===== src/sv/per_process_delete_rate_limiter_unit_assert.svh =====
// Assertion macros for the per-process delete rate limiter.
// Used by the top level only; no other dependencies.
`ifndef PER_PROCESS_DELETE_RATE_LIMITER_UNIT_ASSERT_SVH
`define PER_PROCESS_DELETE_RATE_LIMITER_UNIT_ASSERT_SVH

// Same-cycle implication, disabled while reset is asserted.
`define PRDLR_ASSERT_IMP(lbl, clk, rst_n, ante, cons) \
    lbl: assert property (@(posedge clk) disable iff (!(rst_n)) (ante) |-> (cons)) \
        else $error("prdlr assertion failed");

// Next-cycle implication, disabled while reset is asserted.
`define PRDLR_ASSERT_NXT(lbl, clk, rst_n, ante, cons) \
    lbl: assert property (@(posedge clk) disable iff (!(rst_n)) (ante) |=> (cons)) \
        else $error("prdlr assertion failed");

`endif


===== src/sv/prdlr_pkg.sv =====
// Shared types and constants of the per-process delete rate limiter.
// No dependencies; the files that use it refer to it by scoped names.
package prdlr_pkg;

    // Process table geometry.
    localparam int TABLE_DEPTH = 1024;
    localparam int IDX_W       = $clog2(TABLE_DEPTH);

    // Request queue between front and back.
    localparam int QUEUE_DEPTH = 2;
    localparam int QPTR_W      = $clog2(QUEUE_DEPTH);
    localparam int QCNT_W      = $clog2(QUEUE_DEPTH + 1);

    // Field widths.
    localparam int PID_W    = 22;
    localparam int TIME_W   = 32;
    localparam int COUNT_W  = 9;
    localparam int WIN_W    = 16;
    localparam int MAXD_W   = 8;
    localparam int STALE_W  = 20;
    localparam int IN_DATA_W  = 56;
    localparam int OUT_DATA_W = 16;

    localparam logic [COUNT_W-1:0] COUNT_MAX = 9'd511;

    // Operation codes.
    localparam logic OP_READ   = 1'b0;
    localparam logic OP_DELETE = 1'b1;

    // Verdict codes.
    localparam logic [1:0] VERDICT_ALLOW      = 2'd0;
    localparam logic [1:0] VERDICT_FAKE       = 2'd1;
    localparam logic [1:0] VERDICT_BLOCK_FLAG = 2'd2;
    localparam logic [1:0] VERDICT_BLOCK_RATE = 2'd3;

    // Register indexes.
    localparam logic [1:0] REG_WINDOW = 2'd0;
    localparam logic [1:0] REG_MAXDEL = 2'd1;
    localparam logic [1:0] REG_STALE  = 2'd2;

    // Register reset values.
    localparam logic [WIN_W-1:0]   WINDOW_RESET = 16'd10;
    localparam logic [MAXD_W-1:0]  MAXDEL_RESET = 8'd2;
    localparam logic [STALE_W-1:0] STALE_RESET  = 20'd50;

    // One table entry as stored in the memory.
    typedef struct packed {
        logic                flag;
        logic [COUNT_W-1:0]  count;
        logic [TIME_W-1:0]   wstart;
        logic [PID_W-1:0]    pid;
    } t_entry;

    // One classified request.
    typedef struct packed {
        logic              op;
        logic              pid_zero;
        logic [PID_W-1:0]  pid;
        logic [TIME_W-1:0] now;
    } t_req;

    // Configuration registers.
    typedef struct packed {
        logic [WIN_W-1:0]   window;
        logic [MAXD_W-1:0]  maxdel;
        logic [STALE_W-1:0] stale;
    } t_cfg;

    // Back-end status seen by the front and the top level.
    typedef struct packed {
        logic clearing;
    } t_back_status;

    // Result beat, lowest field in the lowest bits.
    typedef struct packed {
        logic [2:0]         pad;
        logic               flagged;
        logic [COUNT_W-1:0] count;
        logic               tracked;
        logic [1:0]         verdict;
    } t_result;

endpackage


===== src/sv/prdlr_front.sv =====
// Front end: accepts request beats, classifies them and queues them.
// Depends on prdlr_pkg.
module prdlr_front (
    input  logic                             i_clk,
    input  logic                             i_rst_n,
    input  logic                             s_tvalid,
    output logic                             s_tready,
    // s_tdata fields from bit 0: pid[21:0], now[53:22], zero pad[55:54]
    input  logic [prdlr_pkg::IN_DATA_W-1:0]  s_tdata,
    // s_tuser fields from bit 0: op
    input  logic                             s_tuser,
    input  prdlr_pkg::t_back_status          i_status,
    output logic                             o_req_valid,
    input  logic                             i_req_ready,
    output prdlr_pkg::t_req                  o_req
);

    prdlr_pkg::t_req                 r_mem [prdlr_pkg::QUEUE_DEPTH];
    logic [prdlr_pkg::QPTR_W-1:0]    r_wr_ptr;
    logic [prdlr_pkg::QPTR_W-1:0]    r_rd_ptr;
    logic [prdlr_pkg::QCNT_W-1:0]    r_count;
    prdlr_pkg::t_req                 in_req;
    logic                            push;
    logic                            pop;

    // Classify the incoming beat.
    always_comb begin
        in_req.op       = s_tuser;
        in_req.pid      = s_tdata[prdlr_pkg::PID_W-1:0];
        in_req.now      = s_tdata[prdlr_pkg::PID_W +: prdlr_pkg::TIME_W];
        in_req.pid_zero = (s_tdata[prdlr_pkg::PID_W-1:0] == '0);
    end

    // No beat is taken while the table is being cleared.
    assign s_tready    = (r_count != prdlr_pkg::QCNT_W'(prdlr_pkg::QUEUE_DEPTH))
                         && !i_status.clearing;
    assign push        = s_tvalid && s_tready;
    assign o_req_valid = (r_count != '0);
    assign pop         = o_req_valid && i_req_ready;
    assign o_req       = r_mem[r_rd_ptr];

    // Queue storage.
    always_ff @(posedge i_clk) begin
        if (push) begin
            r_mem[r_wr_ptr] <= in_req;
        end
    end

    // Queue pointers and fill level.
    always_ff @(posedge i_clk) begin
        if (!i_rst_n) begin
            r_wr_ptr <= '0;
            r_rd_ptr <= '0;
            r_count  <= '0;
        end else begin
            if (push) begin
                r_wr_ptr <= r_wr_ptr + 1'b1;
            end
            if (pop) begin
                r_rd_ptr <= r_rd_ptr + 1'b1;
            end
            case ({push, pop})
                2'b10:   r_count <= r_count + 1'b1;
                2'b01:   r_count <= r_count - 1'b1;
                default: r_count <= r_count;
            endcase
        end
    end

endmodule


===== config.mk =====
export PLATFORM = sky130hd
export DESIGN_NAME = prdlr_front
export DESIGN_NICKNAME = d
export VERILOG_FILES = /design/src/sv/per_process_delete_rate_limiter_unit_assert.svh /design/src/sv/prdlr_pkg.sv /design/src/sv/prdlr_front.sv
export SDC_FILE = /design/constraint.sdc
export NUM_CORES = 1
export LEC_CHECK = 0
export BUFFER_PORTS_ARGS = -buffer_cell sky130_fd_sc_hd__buf_2
export CORE_MARGIN = 1
export CORE_UTILIZATION = 50
export DETAILED_ROUTE_END_ITERATION = 16
export PLACE_DENSITY_LB_ADDON = 0.12
export SYNTH_ARGS = -nofsm -noshare
export SYNTH_HDL_FRONTEND = slang
export SYNTH_SLANG_ARGS = --single-unit

===== constraint.sdc =====
create_clock -name i_clk -period 7.8 [get_ports i_clk]
set_clock_uncertainty 0.15 [all_clocks]
set_input_delay 0.39 -clock i_clk [delete_from_list [all_inputs] [get_ports i_clk]]
set_output_delay 0.39 -clock i_clk [all_outputs]
set_load 0.02 [all_outputs]

# [Yosys cells after proc, flatten, opt, wreduce, memory -nomap -nowiden]
# Memory sizes are Yosys's and may differ from the RTL's. A register that Yosys moved wholly into a read port is not among the register bits.
# Index checks and enable logic that the tools add are counted.
# Widths: inputs -> output; s select.
[totals] reg_bits=4 ramBits=112 input_bits=62 output_inout_bits=58 n_memories=1
[op_classes] n_addsub=4 n_eq_ne=3 n_mux=5 n_reduce_logical=7
[mem_list] memory="r_mem" depth=2 word_bits=56 read_ports=1 rd_ports_with_merged_regs=1 wr=1 line="prdlr_front.sv:18" text="prdlr_pkg::t_req r_mem [prdlr_pkg::QUEUE_DEPTH];"
[op_table] operator="$logic_not 22->1" n=1
[op_table] operator="$mux 1" n=4
[op_table] operator="$pmux 2 s2" n=1
[op_table] operator="$reduce_bool 2->1" n=2
[op_table] operator="$logic_and 1x1->1" n=3
[op_table] operator="$add 1x1->1 const B" n=2
[op_table] operator="$add 2x1->2 const B" n=1
[op_table] operator="$eq 2x1->1 const B" n=1
[op_table] operator="$eq 2x2->1 const B" n=1
[op_table] operator="$ne 2x2->1 const B" n=1
[op_table] operator="$sub 2x1->2 const B" n=1
[op_table] operator="$logic_not 1->1" n=1

# [Longest topological paths before layout]
[logic_depth] depth_word=5 ltp_mapped=7 mapped_depth_nobuf=7

# [Worst setup path after synthesis]
# Ideal clock, no wire load.
[synth_path] path_kind="input port to flip-flop" start="in i_status" end="mem r_mem[0][0] (netlist name), enable pin" setup_ns=0.506 arrival_ns=3.610 path_slack_ns=3.534 cell_stages=1 cell_sequence="nor4_2"
[synth_via] elab_chain_len=5
[synth_rtl] item="from (decl)" line="prdlr_front.sv:12" text="input prdlr_pkg::t_back_status i_status,"
[synth_rtl] item="$logic_not 1->1" line="prdlr_front.sv:36" text="&& !i_status.clearing;"
[synth_rtl] item="$logic_and 1x1->1" line="prdlr_front.sv:36"
[synth_rtl] item="$logic_and 1x1->1" line="prdlr_front.sv:37" text="assign push = s_tvalid && s_tready;"
[synth_rtl] item="$mux 1" line="prdlr_front.sv:44" text="if (push) begin"
[synth_rtl] item="$mux 1 (not written as such)" line="prdlr_front.sv:45" text="r_mem[r_wr_ptr] <= in_req;"
[synth_rtl] item="to (decl)" line="prdlr_front.sv:18"
# No other way between the ends.

==> results.cfg <==
[pwr]
ir_drop_v = 0.000192
netSwitchingFraction_pct = 26.1
p_leak_uw = 0.00233
p_sw_uw = 507
seqPwrFrac_pct = 39.6
power_density_mw_per_mm2 = 316
p_int_uw = 1440
pwr-share-clk_pct = 38.9
comb_power_share_pct = 21.4

[routing]
vias_per_cell = 5.00
vias = 2556
drtIter0Drc = 112
wl_mm = 8.23
dr_wl_met3_microns = 431
met1_length_mm = 3.43
wl_met2_mm = 4.23
wire_per_inst_microns = 16.1
drc_errors = 0
top_layer = met4
ant_nets = 0
dr.pass1.iters = 4

[worst_setup_path]
critPathLaunchType = register
arrival_ns = 2.30
path_cells = buf_4, mux2_2, buf_2
slowest_stage = dfxtp_2
crit_path_max_incr_delay_ns = 0.73
endpoint_kind = output pin
path_class = register to output pin
cp.required_ns = 7.26
crit_path_max_fanout = 31

[cts]
cts_sinks = 117
cts.clk_slew.worst_paths_ns = 0.05
cts_buffers = 17
cts_resized = 0
h-tree-depth = 4
cts_buffer_depth = 2
cts_tree = built
worstSkewPairLatency_ns = 0.49
cts_root_buf = clkbuf_8

[floorplan]
initial_utilization_pct = 52.0
die_h_microns = 94.9
die-area_sq_mm = 0.00900
core_area_sq_mm = 0.00830
io_pins = 120
die_w_microns = 94.9
row_count = 33

[layout]
final_common_cell = buf_2
final_cell_mix = 117 x buf_2, 112 x edfxtp_1, 56 x mux2_2
finalNonFillerCells = 511
fin_nets = 457
area_growth_pct = 43.0
diodes = 0
fin_util_pct = 74.3
drive_gt1_share_pct = 51.0

[logic_synthesis]
async_reset_ff_share_pct = 0
synth.distinct_cells = 22
yosysTopAreaCell = edfxtp_1
postSynthAreaPerCell_sq_um = 20.9
yosysWarnings = 0
synth_seq_cells = 117
post-synth-top-area-fraction_pct = 78.0
netlist_instances = 206
seq_area_frac_synth_pct = 80.3
synth_nets = 269
synth_area_leaders = edfxtp_1 78%, mux2_2 15%, dfxtp_1 2.3%, nor4_1 0.73%, buf_2 0.70%
synth_edf_count = 112
ys.flop_type = edfxtp_1
synth_area_sq_mm = 0.00431

[sta]
min_period_over_period_pct = 36.4
fin_setup_tns_ns = 0
finalSetupViolations = 0
relSlewSlack_pct = 51.1
tightestPinTransition_ns = 0.728
rsz0062_at_grt = no
slew_viol_final = 0
fmax_ghz = 0.352
min_period_ns = 2.84
hold_viol = 0

[placed_design]
hpwl_mm = 4.77
place_inst = 425
gp_congestion = 0.706
portBuffers = 117

[run]
drv_cap = 0

[grt]
grtUsageTotal_pct = 19.3
grt_first_pass_wirelength_mm = 12.4
grt_max_degree = 48
antenna_found_initial = 0
overflow = 0
grt_pass1_vias = 2622

[min_path]
hold_class = input port to register

[outcome]
status = finished clean
[worst max-delay path, delay by kind of cell (launching register included)]
| kind | cells | cell delay, ns |
|---|---|---|
| flip-flops | 1 | 0.73 |
| buffers and inverters | 2 | 0.67 |
| multiplexers | 1 | 0.40 |
[power by group through the flow]
stage / Combinational [uW] / Clock (uW) / Sequential, uW
2_1_floorplan: 292 / 0 / 763
3_3_place_gp: 393 / 0 / 782
3_5_place_dp: 394 / 0 / 784
4_1_cts: 420 / 768 / 773
5_1_grt: 444 / 796 / 777
6_report: 417 / 758 / 772
[cells in the mapped netlist (2+ instances only)]
| master | instances |
|---|---|
| o21a_1 | 2 |
| dfxtp_1 | 5 |
| mux2_2 | 56 |
| buf_2 | 6 |
| xnor2_1 | 3 |
| edfxtp_1 | 112 |
| nor2b_1 | 3 |
| nor4_1 | 5 |
[sequential cells by signal, indices dropped and copies added (netlist names), named ones only]
register,count
r_rd_ptr,1
r_wr_ptr,1
r_mem,112
r_count,2
[stage by stage]
step                      hold slack [ns]  area (sq um)  power (uW)  setup slack (ns)
after floorplan                     0.324          4310        1060              3.53
after global placement              0.344          5030        1180              5.38
after detailed placement            0.361          5030        1180              5.35
after CTS                        0.000162          6170        1960              4.89
after global routing              0.00437          6170        2020              4.81
final                              0.0211          6170        1950              4.96
[logic make-up (layout without fill, tap and decap cells)]
family          after synthesis  in the layout  synth area share, %
flops                       117            117                 80.3
mux                          56             56                 14.6
simple gates                 17             17                 2.53
buf+inv                       7            207                0.783
compound gates                5              5                0.841
xor+xnor                      3              3                0.610
fa+ha+maj                     1              1                0.290
[layer usage]
layer	vias to the layer above	GRT usage [%]
met4	0	8.59
met5	-	0
met1	1258	21.9
met2	81	33.3
li1	1206	-
met3	11	6.12
[worst paths after layout]
kind | from | endpoint | slack [ns] | cells after the start
hold / removal | i_rst_n | r_count[0] | 0.02 | 2
setup reg to reg | r_count[0] | r_mem[1][44] | 5.43 | 4
hold reg to reg | r_count[1] | r_count[1] | 0.37 | 2
setup / recovery | register | o_req[43] | 4.96 | 3
[repair_timing]
item	4_1_cts	5_1_grt
buffers inserted	0	0
endpoints found under the hold margin	110	0
hold buffers	55	0
[cell type report]
type / count / area [sq um]
clock buffers: 19 / 422
clock inverters: 12 / 161
fillers: 524 / 2130
inverters: 1 / 3.75
multi-input cells: 82 / 825
flip-flops and latches: 117 / 3460
well taps: 105 / 131
repair buffers: 175 / 1160
Note: power is estimated with default switching activity, not from simulation.
